==> src/rtl/core/utf8d_pkg.sv <==
// ----------------------------------------------------------------------------
// utf8d_pkg
// Shared types and constants for the UTF-8 to code point decoder.
// ----------------------------------------------------------------------------
package utf8d_pkg;

  localparam int unsigned BYTE_W  = 8;
  localparam int unsigned CP_W    = 21;
  localparam int unsigned SLOTS   = 4;
  localparam int unsigned CNT_W   = 3;
  localparam int unsigned HELD_W  = 2;

  // expected sequence length codes
  localparam logic [2:0] LEN_NONE  = 3'd0;
  localparam logic [2:0] LEN_ONE   = 3'd1;
  localparam logic [2:0] LEN_TWO   = 3'd2;
  localparam logic [2:0] LEN_THREE = 3'd3;
  localparam logic [2:0] LEN_FOUR  = 3'd4;

  localparam logic [2:0] LEAD2_TAG = 3'h6;
  localparam logic [3:0] LEAD3_TAG = 4'hE;
  localparam logic [4:0] LEAD4_TAG = 5'h1E;
  localparam logic [7:0] CONT_MASK = 8'hC0;
  localparam logic [7:0] CONT_TAG  = 8'h80;

  typedef logic [CP_W-1:0] cp_t;

  // results caused by one accepted byte
  typedef struct packed {
    cp_t [SLOTS-1:0]   cp;
    logic [CNT_W-1:0]  count;
    logic              eot;
  } burst_t;

  function automatic logic [2:0] seq_len(input logic [BYTE_W-1:0] b);
    logic [2:0] n;
    n = LEN_ONE;
    if (b[7:5] == LEAD2_TAG)      n = LEN_TWO;
    else if (b[7:4] == LEAD3_TAG) n = LEN_THREE;
    else if (b[7:3] == LEAD4_TAG) n = LEN_FOUR;
    return n;
  endfunction

endpackage

==> src/rtl/core/utf8d_byte_if.sv <==
// ----------------------------------------------------------------------------
// utf8d_byte_if
// Byte channel: one text byte per transfer with an end of text flag.
// ----------------------------------------------------------------------------
interface utf8d_byte_if;
  logic       valid;
  logic       ready;
  logic [7:0] byte_value;
  logic       end_of_text;

  modport source (output valid, output byte_value, output end_of_text, input ready);
  modport sink   (input valid, input byte_value, input end_of_text, output ready);
endinterface

==> src/rtl/core/utf8d_cp_if.sv <==
// ----------------------------------------------------------------------------
// utf8d_cp_if
// Code point channel: one decoded code point per transfer.
// ----------------------------------------------------------------------------
interface utf8d_cp_if;
  logic        valid;
  logic        ready;
  logic [20:0] code_point;
  logic        last_of_run;
  logic        text_done;

  modport source (output valid, output code_point, output last_of_run,
                  output text_done, input ready);
  modport sink   (input valid, input code_point, input last_of_run,
                  input text_done, output ready);
endinterface

==> src/rtl/core/utf8d_step.sv <==
// ----------------------------------------------------------------------------
// utf8d_step
// Sequence state and per-byte decode; produces the results of one byte.
// ----------------------------------------------------------------------------
module utf8d_step
  import utf8d_pkg::*;
(
  input  logic              clk,
  input  logic              rst,
  input  logic              accept,
  input  logic [BYTE_W-1:0] byte_value,
  input  logic              end_of_text,
  output burst_t            burst
);

  logic [BYTE_W-1:0] lead, lead_next;
  logic [2:0]        exp_len, exp_len_next;
  logic [HELD_W-1:0] held_count, held_count_next;
  logic [BYTE_W-1:0] held [2];
  logic              hold_wr;

  logic [2:0] n;
  logic       cont;
  logic       fresh_emit;
  cp_t        b_cp, lead_cp, h0_cp, h1_cp, joined;

  always_comb begin
    n          = seq_len(byte_value);
    cont       = (byte_value & CONT_MASK) == CONT_TAG;
    fresh_emit = (n == LEN_ONE) || end_of_text;
    b_cp       = cp_t'(byte_value);
    lead_cp    = cp_t'(lead);
    h0_cp      = cp_t'(held[0]);
    h1_cp      = cp_t'(held[1]);

    case (exp_len)
      LEN_TWO:   joined = cp_t'({lead[4:0], byte_value[5:0]});
      LEN_THREE: joined = cp_t'({lead[3:0], held[0][5:0], byte_value[5:0]});
      default:   joined = {lead[2:0], held[0][5:0], held[1][5:0], byte_value[5:0]};
    endcase

    lead_next       = lead;
    exp_len_next    = exp_len;
    held_count_next = held_count;
    hold_wr         = 1'b0;
    burst.eot       = end_of_text;
    burst.count     = '0;
    burst.cp[0]     = lead_cp;
    burst.cp[1]     = (held_count != '0) ? h0_cp : b_cp;
    burst.cp[2]     = (held_count == 2'd2) ? h1_cp : b_cp;
    burst.cp[3]     = b_cp;

    if (exp_len == LEN_NONE) begin
      burst.cp[0] = b_cp;
      if (fresh_emit) begin
        burst.count = CNT_W'(1);
      end else begin
        lead_next       = byte_value;
        exp_len_next    = n;
        held_count_next = '0;
      end
    end else if (cont) begin
      if ({1'b0, held_count} + 3'd2 == exp_len) begin
        burst.cp[0]     = joined;
        burst.count     = CNT_W'(1);
        exp_len_next    = LEN_NONE;
        held_count_next = '0;
      end else if (end_of_text) begin
        burst.count = CNT_W'(held_count) + CNT_W'(2);
      end else begin
        hold_wr         = 1'b1;
        held_count_next = held_count + HELD_W'(1);
      end
    end else begin
      exp_len_next    = LEN_NONE;
      held_count_next = '0;
      if (fresh_emit) begin
        burst.count = CNT_W'(held_count) + CNT_W'(2);
      end else begin
        burst.count  = CNT_W'(held_count) + CNT_W'(1);
        lead_next    = byte_value;
        exp_len_next = n;
      end
    end

    if (end_of_text) begin
      exp_len_next    = LEN_NONE;
      held_count_next = '0;
    end
  end

  always_ff @(posedge clk) begin
    if (rst) begin
      lead       <= '0;
      exp_len    <= LEN_NONE;
      held_count <= '0;
    end else if (accept) begin
      lead       <= lead_next;
      exp_len    <= exp_len_next;
      held_count <= held_count_next;
    end
  end

  always_ff @(posedge clk) begin
    if (accept && hold_wr) begin
      held[held_count[0]] <= byte_value;
    end
  end

endmodule

==> src/rtl/core/utf8d_burst.sv <==
// ----------------------------------------------------------------------------
// utf8d_burst
// Result register: holds the results of one byte and hands them out in order.
// ----------------------------------------------------------------------------
module utf8d_burst
  import utf8d_pkg::*;
(
  input  logic   clk,
  input  logic   rst,
  input  logic   load,
  input  burst_t burst_in,
  output logic   free,
  output logic   valid,
  input  logic   ready,
  output cp_t    code_point,
  output logic   last_of_run,
  output logic   text_done
);

  cp_t [SLOTS-1:0]  cp;
  logic [CNT_W-1:0] rem;
  logic             eot;
  logic             take;

  assign valid       = rem != '0;
  assign take        = valid && ready;
  assign free        = (rem == '0) || (rem == CNT_W'(1) && ready);
  assign code_point  = cp[0];
  assign last_of_run = rem == CNT_W'(1);
  assign text_done   = last_of_run && eot;

  always_ff @(posedge clk) begin
    if (rst) begin
      rem <= '0;
    end else if (load) begin
      rem <= burst_in.count;
    end else if (take) begin
      rem <= rem - CNT_W'(1);
    end
  end

  always_ff @(posedge clk) begin
    if (load) begin
      cp  <= burst_in.cp;
      eot <= burst_in.eot;
    end else if (take) begin
      cp <= {cp[SLOTS-1], cp[SLOTS-1:1]};
    end
  end

endmodule

==> src/rtl/core/utf8_to_code_point_decoder_top.sv <==
// ----------------------------------------------------------------------------
// utf8_to_code_point_decoder_top
// UTF-8 byte stream in, code points out; malformed runs pass through raw.
// ----------------------------------------------------------------------------
//  channel  dir  payload                                 rate
//  text     in   byte_value[7:0], end_of_text            1 byte / cycle when ready
//  points   out  code_point[20:0], last_of_run, text_done 1 result / cycle when ready
//
//  a byte is decoded in the cycle of its transfer into the result register
//  a byte with zero or one result keeps the input at one transfer per cycle while points.ready is high
//  a byte with more than one result holds text.ready low until its last result is taken
//  rst is synchronous and clears sequence state and empties the result register
//  a stall on points holds the result and stops input once the register is full
// ----------------------------------------------------------------------------
module utf8_to_code_point_decoder_top
  import utf8d_pkg::*;
(
  input logic           clk,
  input logic           rst,
  utf8d_byte_if.sink    text,
  utf8d_cp_if.source    points
);

  logic   accept;
  logic   free;
  burst_t burst;

  assign text.ready = free;
  assign accept     = text.valid && free;

  utf8d_step u_step (
    .clk         (clk),
    .rst         (rst),
    .accept      (accept),
    .byte_value  (text.byte_value),
    .end_of_text (text.end_of_text),
    .burst       (burst)
  );

  utf8d_burst u_burst (
    .clk         (clk),
    .rst         (rst),
    .load        (accept),
    .burst_in    (burst),
    .free        (free),
    .valid       (points.valid),
    .ready       (points.ready),
    .code_point  (points.code_point),
    .last_of_run (points.last_of_run),
    .text_done   (points.text_done)
  );

endmodule

==> src/flat_wrapper.sv <==
// flat-port wrapper written by rule: the top's interface ports become plain ports
module utf8_to_code_point_decoder_top_flat import utf8d_pkg::*;
  (clk, rst, text_valid, text_byte_value, text_end_of_text, text_ready, points_valid, points_code_point, points_last_of_run, points_text_done, points_ready);
  utf8d_byte_if text_i ();
  utf8d_cp_if points_i ();
  input logic clk;
  input logic rst;
  input wire logic [$bits(text_i.valid)-1:0] text_valid;
  input wire logic [$bits(text_i.byte_value)-1:0] text_byte_value;
  input wire logic [$bits(text_i.end_of_text)-1:0] text_end_of_text;
  output wire logic [$bits(text_i.ready)-1:0] text_ready;
  output wire logic [$bits(points_i.valid)-1:0] points_valid;
  output wire logic [$bits(points_i.code_point)-1:0] points_code_point;
  output wire logic [$bits(points_i.last_of_run)-1:0] points_last_of_run;
  output wire logic [$bits(points_i.text_done)-1:0] points_text_done;
  input wire logic [$bits(points_i.ready)-1:0] points_ready;
  assign text_i.valid = text_valid;
  assign text_i.byte_value = text_byte_value;
  assign text_i.end_of_text = text_end_of_text;
  assign text_ready = text_i.ready;
  assign points_valid = points_i.valid;
  assign points_code_point = points_i.code_point;
  assign points_last_of_run = points_i.last_of_run;
  assign points_text_done = points_i.text_done;
  assign points_i.ready = points_ready;
  utf8_to_code_point_decoder_top u_core (.clk(clk), .rst(rst), .text(text_i), .points(points_i));
endmodule
==> config.mk <==
export PLATFORM = sky130hd
export DESIGN_NAME = utf8_to_code_point_decoder_top_flat
export DESIGN_NICKNAME = d
export VERILOG_FILES = /design/src/rtl/core/utf8d_pkg.sv /design/src/rtl/core/utf8d_byte_if.sv /design/src/rtl/core/utf8d_cp_if.sv /design/src/rtl/core/utf8d_step.sv /design/src/rtl/core/utf8d_burst.sv /design/src/rtl/core/utf8_to_code_point_decoder_top.sv /design/src/flat_wrapper.sv
export SDC_FILE = /design/constraint.sdc
export NUM_CORES = 1
export LEC_CHECK = 0
export BUFFER_PORTS_ARGS = -buffer_cell sky130_fd_sc_hd__buf_4
export CAP_MARGIN = 25
export CORE_UTILIZATION = 55
export CTS_BUF_LIST = sky130_fd_sc_hd__clkbuf_4 sky130_fd_sc_hd__clkbuf_8
export CTS_CLUSTER_DIAMETER = 120
export DETAILED_ROUTE_END_ITERATION = 7
export PLACE_DENSITY_LB_ADDON = 0.12
export SYNTH_ARGS = -nofsm -noshare
export SYNTH_HDL_FRONTEND = slang
export SYNTH_SLANG_ARGS = --single-unit
==> constraint.sdc <==
create_clock -name clk -period 2.41 [get_ports clk]
set_clock_uncertainty 0.05 [all_clocks]
set_input_delay 0.241 -clock clk [delete_from_list [all_inputs] [get_ports clk]]
set_output_delay 0.241 -clock clk [all_outputs]
set_load 0.01 [all_outputs]
* Word level (Yosys, flattened, before mapping)
Memories as Yosys holds them, arrays and structs flattened.
Index checks and enable logic that the tools add are counted.
** Storage, ports and cells
- Word-level logic and storage cells :: 80
- Output and inout bits :: 25
- Bits in writable memories :: 16
- Flip-flop bits (word level) :: 88
- Memories :: 1
- Input bits :: 13
** Memories
- u_core.u_step.held :: depth 2, bits a word 8, read ports 2, clocked after memory_dff 0, wr ports 1, RTL line utf8d_step.sv:19 : logic [BYTE_W-1:0] held [2];
** Cells by class
- Muxes and demuxes :: 38
- Reduce and logical (&&, ||, !) cells :: 15
- Add/sub/neg operators :: 4
- Eq/ne operators :: 13
** Operator list (number)
- $mux 71 :: 1
- $mux 63 :: 1
- $mux 3 :: 15
- $mux 21 :: 2
- $pmux 21 s2 :: 1
- $mux 8 :: 5
- $mux 24 :: 1
- $mux 2 :: 5
- $mux 1 :: 7
- $eq 3x1->1 const B :: 2
- $eq 3x2->1 const B :: 2
- $logic_not 3->1 :: 2
- $eq 5x5->1 const B :: 1
- $logic_and 1x1->1 :: 5
- $eq 2x2->1 const B :: 2
- $eq 4x4->1 const B :: 1
- $ne 4x2->1 const B :: 1
- $reduce_and 2->1 :: 2
- $reduce_bool 2->1 :: 2
- $add 2x1->3 const B :: 1
- $add 2x2->3 const B :: 1
- $eq 3x3->1 :: 1
- $eq 3x3->1 const B :: 1
- $ne 3x3->1 const B :: 1
- other kinds (6) :: 7

* Longest topological paths before layout
- Word-level depth :: 10
- Depth in mapped cells :: 9
- Depth with buffers taken out :: 7

* Cells and area by module
Synthesis repeated with hierarchy kept, for this count alone.
** Unflattened totals
- Cell total of the unflattened synthesis :: 460
- Area, all modules :: 6107.1 µm²
** By module, submodules not included
- utf8d_burst :: times used 1, area an instance 3873.7 µm², seq. area each 2612.5 µm², cells an instance 228
- utf8d_step :: times used 1, area an instance 2227.1 µm², seq. area each 740.7 µm², cells an instance 231
- utf8_to_code_point_decoder_top :: times used 1, area an instance 6.3 µm², seq. area each 0.0 µm², cells an instance 1

* Least setup slack after synthesis
No wires, ideal clock.
- Kind :: register to register
- From :: register u_core.u_burst.rem[0]
- To :: register u_core.u_burst.rem[0]
- Data arrival time :: 1.916 ns
- Slack :: 0.341 ns
- Setup time :: 0.103 ns
- Clock period less this slack :: 2.069 ns
- Buffers on the path :: 0
- Stages on the path, launching flop included :: 7
- Path through :: dfxtp_1 inv_1 ha_1 nand2b_4 mux2_2 and3_1 a2111oi_2
** Between the ends
- Elaborated cells between the ends (all ways) :: 11
- Those cells by class :: 1 x add/sub; 1 x eq/ne; 2 x mux; 7 x reduce/logical
** RTL lines
- start: declaration :: RTL line utf8d_burst.sv:21 : logic [CNT_W-1:0] rem;
- start signal: assignment :: RTL line utf8d_burst.sv:36 : rem <= burst_in.count;
- start signal: assignment :: RTL line utf8d_burst.sv:38 : rem <= rem - CNT_W'(1);
- $reduce_bool 3->1 :: RTL line utf8d_burst.sv:25 : assign valid = rem != '0;
- via points_valid :: RTL line flat_wrapper.sv:12 : output wire logic [$bits(points_i.valid)-1:0] points_valid;
- $logic_and 1x1->1 :: RTL line utf8d_burst.sv:26 : assign take = valid && ready;
- $reduce_bool 2->1 (no source line)
The timed path passes the listed nets, and every way through them passes these cells. The select of a mux whose other input is x is not followed.
A chain may end at the register's enable or synchronous reset.

* Worst setup path in the final report
- From :: register u_core.u_burst.rem[0]
- To :: memory u_core.u_step.held[1][2], enable pin
** Between the ends
- Longest elaborated chain between the ends :: 7
- Elaborated cells between the ends (all ways) :: 8
- Those cells by class :: 1 x eq/ne; 2 x mux; 5 x reduce/logical
** Ends and longest elaborated chain
- $eq 3x1->1 :: RTL line utf8d_burst.sv:27 : assign free = (rem == '0) || (rem == CNT_W'(1) && ready);
- $logic_and 1x1->1 :: RTL line utf8d_burst.sv:27
- $logic_or 1x1->1 (*) :: RTL line utf8d_burst.sv:27
- $logic_and 1x1->1 (*) :: RTL line utf8_to_code_point_decoder_top.sv:29 : assign accept = text.valid && free;
- $logic_and 1x1->1 (*) :: RTL line utf8d_step.sv:105 : if (accept && hold_wr) begin
- $mux 1 (*) :: RTL line utf8d_step.sv:105
- $mux 1 (implied by the code) (*) :: RTL line utf8d_step.sv:106 : held[held_count[0]] <= byte_value;
- end: declaration :: RTL line utf8d_step.sv:19
Mark *: on every way between the ends. The rest lies on a longest branch, timed or not.

==> impl_metrics.prom <==
# TYPE chip_impl_metric gauge
chip_impl_metric{name="core-area",unit="mm2"} 0.00687
chip_impl_metric{name="cts-buffers-inserted",unit=""} 9
chip_impl_metric{name="number_of_endpoints_with_negative_hold_slack_in_the_final_report",unit=""} 0
chip_impl_metric{name="detailedPlacementHpwl",unit="mm"} 5.86
chip_impl_info{name="min-delay-path-class",value="input pin to register"} 1
chip_impl_metric{name="multiInputGateArea",unit="mm2"} 0.00146
chip_impl_metric{name="start_util",unit=""} 0.575
chip_impl_metric{name="synth.ff_latch_count",unit=""} 78
chip_impl_metric{name="switching_power_share_of_the_total",unit=""} 0.295
chip_impl_metric{name="ctsHtreeMaxLevel",unit=""} 3
chip_impl_info{name="critPathSlowestCell",value="sky130_fd_sc_hd__nor3_1"} 1
chip_impl_metric{name="async_flop_share",unit=""} 0
chip_impl_metric{name="clk-insertion-delay-late",unit="ps"} 360
chip_impl_metric{name="first_drt_pass_iteration_count",unit=""} 5
chip_impl_metric{name="worst_ep_arrival_time",unit="ps"} 2100
chip_impl_metric{name="avgViaCountPerCell",unit=""} 5.69
chip_impl_info{name="synth_top_cell_by_area",value="sky130_fd_sc_hd__edfxtp_1"} 1
chip_impl_metric{name="layout_worst_path_cycle_share",unit=""} 0.864
chip_impl_metric{name="pwr-share-comb",unit=""} 0.251
chip_impl_metric{name="postSynthNetCount",unit=""} 365
chip_impl_metric{name="vdd.ir_drop.worst",unit="V"} 0.000557
chip_impl_metric{name="place.gp.congestion",unit=""} 0.847
chip_impl_metric{name="power_report.internal_total",unit="W"} 0.00275
chip_impl_metric{name="io_pins",unit=""} 38
chip_impl_metric{name="share_seq_of_total_power",unit=""} 0.493
chip_impl_metric{name="cp_data_required_time",unit="ps"} 2420
chip_impl_info{name="yosys.cell_count.top_type",value="sky130_fd_sc_hd__edfxtp_1"} 1
chip_impl_metric{name="fp.dieH",unit="um"} 86.7
chip_impl_metric{name="clockPowerShare",unit=""} 0.256
chip_impl_metric{name="fill_count",unit=""} 562
chip_impl_metric{name="globalRouteTotalUtil",unit=""} 0.245
chip_impl_metric{name="drt_iter0_drc",unit=""} 133
chip_impl_metric{name="hold_ws",unit="ps"} 53.7
chip_impl_metric{name="synth.distinct_cells",unit=""} 53
chip_impl_metric{name="vias",unit=""} 2653
chip_impl_metric{name="post-cts-setup-buffer-count",unit=""} 0
chip_impl_metric{name="avgSynthCellArea",unit="um2"} 11.4
chip_impl_info{name="startpoint_type",value="register"} 1
chip_impl_metric{name="power_density_over_cell_area",unit="mW/mm2"} 895
chip_impl_info{name="crit_path_cell_trace",value="inv_1 -> ha_1 -> a21oi_2 -> nor3_1 -> nand3_1 -> nor2_1 -> buf_4"} 1
chip_impl_metric{name="grt_max_degree",unit=""} 28
chip_impl_info{name="setup.worst_path.end_class",value="register"} 1
chip_impl_metric{name="via_count_of_the_first_global_routing_pass",unit=""} 2519
chip_impl_metric{name="global_route_wire_length_before_repair",unit="mm"} 13.3
chip_impl_metric{name="clock_path_buffers",unit=""} 2
chip_impl_metric{name="synth_edf_count",unit=""} 62
chip_impl_metric{name="timing_max_transition_violations_final",unit=""} 0
chip_impl_info{name="tritoncts",value="built"} 1
chip_impl_metric{name="timing.fmax",unit="GHz"} 0.480
chip_impl_metric{name="post_cts_resized",unit=""} 0
chip_impl_metric{name="antenna_found_initial",unit=""} 0
chip_impl_metric{name="antenna_cells_inserted",unit=""} 0
chip_impl_info{name="clock_tree.root_cell",value="sky130_fd_sc_hd__clkbuf_8"} 1
chip_impl_metric{name="setup_violations",unit=""} 0
chip_impl_metric{name="fraction_of_layout_instances_using_a_drive_strength_above_1",unit=""} 0.227
chip_impl_metric{name="wl_per_cell",unit="um"} 18.0
chip_impl_info{name="synth.area.top_cells",value="sky130_fd_sc_hd__edfxtp_1 (47%), sky130_fd_sc_hd__dfxtp_1 (8.1%), sky130_fd_sc_hd__mux2i_1 (6.8%)"} 1
chip_impl_metric{name="post_synth_inst_count",unit=""} 346
chip_impl_metric{name="numClockSinks",unit=""} 78
chip_impl_metric{name="route.final.wire_length",unit="mm"} 8.37
chip_impl_info{name="postSynth.topFlopCell",value="sky130_fd_sc_hd__edfxtp_1"} 1
chip_impl_info{name="post_synth_most_frequent_cells",value="sky130_fd_sc_hd__edfxtp_1 (62), sky130_fd_sc_hd__nor2_1 (30), sky130_fd_sc_hd__mux2i_1 (27)"} 1
chip_impl_info{name="unrepaired_setup_endpoints_after_global_routing",value="no"} 1
chip_impl_metric{name="drcViolationCount",unit=""} 0
chip_impl_metric{name="power.leakage",unit="nW"} 1.63
chip_impl_metric{name="timing.max_slew.rel_slack",unit=""} 0.627
chip_impl_metric{name="cpPeakStageDelay",unit="ps"} 430
chip_impl_metric{name="max_cap_viol_count",unit=""} 0
chip_impl_metric{name="worst_pin_slew",unit="ps"} 559
chip_impl_info{name="critical_path_class",value="register to register"} 1
chip_impl_metric{name="final.setup.tns",unit="ps"} 0
chip_impl_metric{name="sequential_cell_area",unit="mm2"} 0.00218
chip_impl_metric{name="yosysSeqAreaShare",unit=""} 0.553
chip_impl_metric{name="nNetsFinal",unit=""} 384
chip_impl_metric{name="floorplan.die_area",unit="mm2"} 0.00752
chip_impl_info{name="status",value="complete, no violations"} 1
chip_impl_metric{name="critical_path.max_fanout",unit=""} 8
chip_impl_metric{name="route.antenna.remaining_nets",unit=""} 0
chip_impl_metric{name="power_switching",unit="W"} 0.00115
chip_impl_metric{name="fp.dieW",unit="um"} 86.7
chip_impl_metric{name="row_count",unit=""} 30
chip_impl_metric{name="synth_warnings",unit=""} 0
chip_impl_metric{name="cts.hold.buffers_added",unit=""} 0
chip_impl_metric{name="syn-cell-area",unit="mm2"} 0.00395
chip_impl_metric{name="worst_setup_hold_path_clk_slew",unit="ps"} 80
chip_impl_metric{name="area_growth_syn_to_layout",unit="%"} 10.6
chip_impl_metric{name="synth_largest_type_area_fraction",unit=""} 0.472
chip_impl_metric{name="placement.io_buffers",unit=""} 37
chip_impl_metric{name="grt.overflow.total",unit=""} 0
chip_impl_metric{name="final_period_minus_worst_setup_slack",unit="ps"} 2080
==> sequential cells by signal, summed over array words and instances, names as in the netlist <==
register / count
u_core.u_burst.cp: 24
u_core.u_burst.code_point: 21
u_core.u_step.held: 16
u_core.u_step.lead: 8
u_core.u_burst.rem: 3
u_core.u_step.exp_len: 3
u_core.u_step.held_count: 2
u_core.u_burst.eot: 1
==> worst max-delay path: cells and delay by family, from the launching register on <==
family	cells	cell delay [ps]
simple gates	3	780
flops	1	340
buf+inv	2	280
fa+ha+maj	1	230
compound gates	1	100
==> layout by cell type, fill, tap and decap left out, drive strengths merged, types with 4 or more instances in the layout <==
cell type | netlist | routed
dfxtp | 16 | 16
mux2i | 27 | 27
o21ai | 27 | 27
edfxtp | 62 | 62
a21oi | 10 | 10
ha | 6 | 6
nand2b | 7 | 7
nor2 | 30 | 30
inv | 8 | 10
o32ai | 4 | 4
clkbuf | 6 | 10
nor3 | 5 | 5
nand3 | 15 | 15
a31oi | 9 | 9
and2 | 14 | 14
a211oi | 6 | 6
nand2 | 26 | 26
buf | 35 | 49
==> path summary, 6_finish.rpt <==
kind / end / from / cells after the start / slack (ps)
setup / recovery: u_core.u_step.held[1][2] / u_core.u_burst.rem[0] / 7 / 330
hold / removal: u_core.u_burst.eot / text_end_of_text / 1 / 50
setup reg to reg: u_core.u_step.held[1][2] / u_core.u_burst.rem[0] / 7 / 330
hold reg to reg: u_core.u_step.lead[6] / u_core.u_step.lead[6] / 2 / 440
==> layout make-up <==
| type | instances | area share |
|---|---|---|
| multi-input cells | 219 | 0.335 |
| inverters | 8 | 0.00688 |
| repair buffers | 49 | 0.0843 |
| flip-flops and latches | 78 | 0.500 |
| clock inverters | 6 | 0.0161 |
| well taps | 96 | 0.0275 |
| clock buffers | 10 | 0.0301 |
==> logic make-up (layout without fill, tap and decap cells) <==
family                     after synthesis  after routing  share of synthesized area
AOI/OAI and AO/OA                       67             67                      0.114
xor gates and xnor gates                 1              1                    0.00412
adders and majority gates                6              6                     0.0190
DFF                                     78             78                      0.553
buffers and inverters                   49             73                     0.0767
muxes                                   30             30                     0.0770
and+or+nand+nor                        115            115                      0.157
==> routing by layer <==
metal / part of all wire / GRT usage / wire (um)
met5: 0 / 0 / 0
met4: 0.032 / 0.120 / 267
met3: 0.057 / 0.0467 / 474
met2: 0.48 / 0.407 / 4010
met1: 0.43 / 0.309 / 3620
==> per-stage QoR <==
step	total power, W	util	std cells	instance area (um2)	worst slack (ps)
finish	0.00391	0.635	466	4360	327
global route	0.00411	0.635	466	4360	145
CTS	0.00394	0.635	466	4360	351
detailed placement	0.00295	0.606	450	4160	369
global placement	0.00292	0.606	450	4160	419
floorplan	0.00268	-	346	3950	341
==> power groups by stage <==
stage / sequential [W] / clock, W / combinational [W]
floorplan: 0.00193 / 0 / 0.000752
global placement: 0.00195 / 0 / 0.000969
detailed placement: 0.00196 / 0 / 0.000989
CTS: 0.00193 / 0.00102 / 0.000992
global route: 0.00195 / 0.00106 / 0.00109
finish: 0.00193 / 0.00100 / 0.000979
Power figures use the tool's default switching activity.
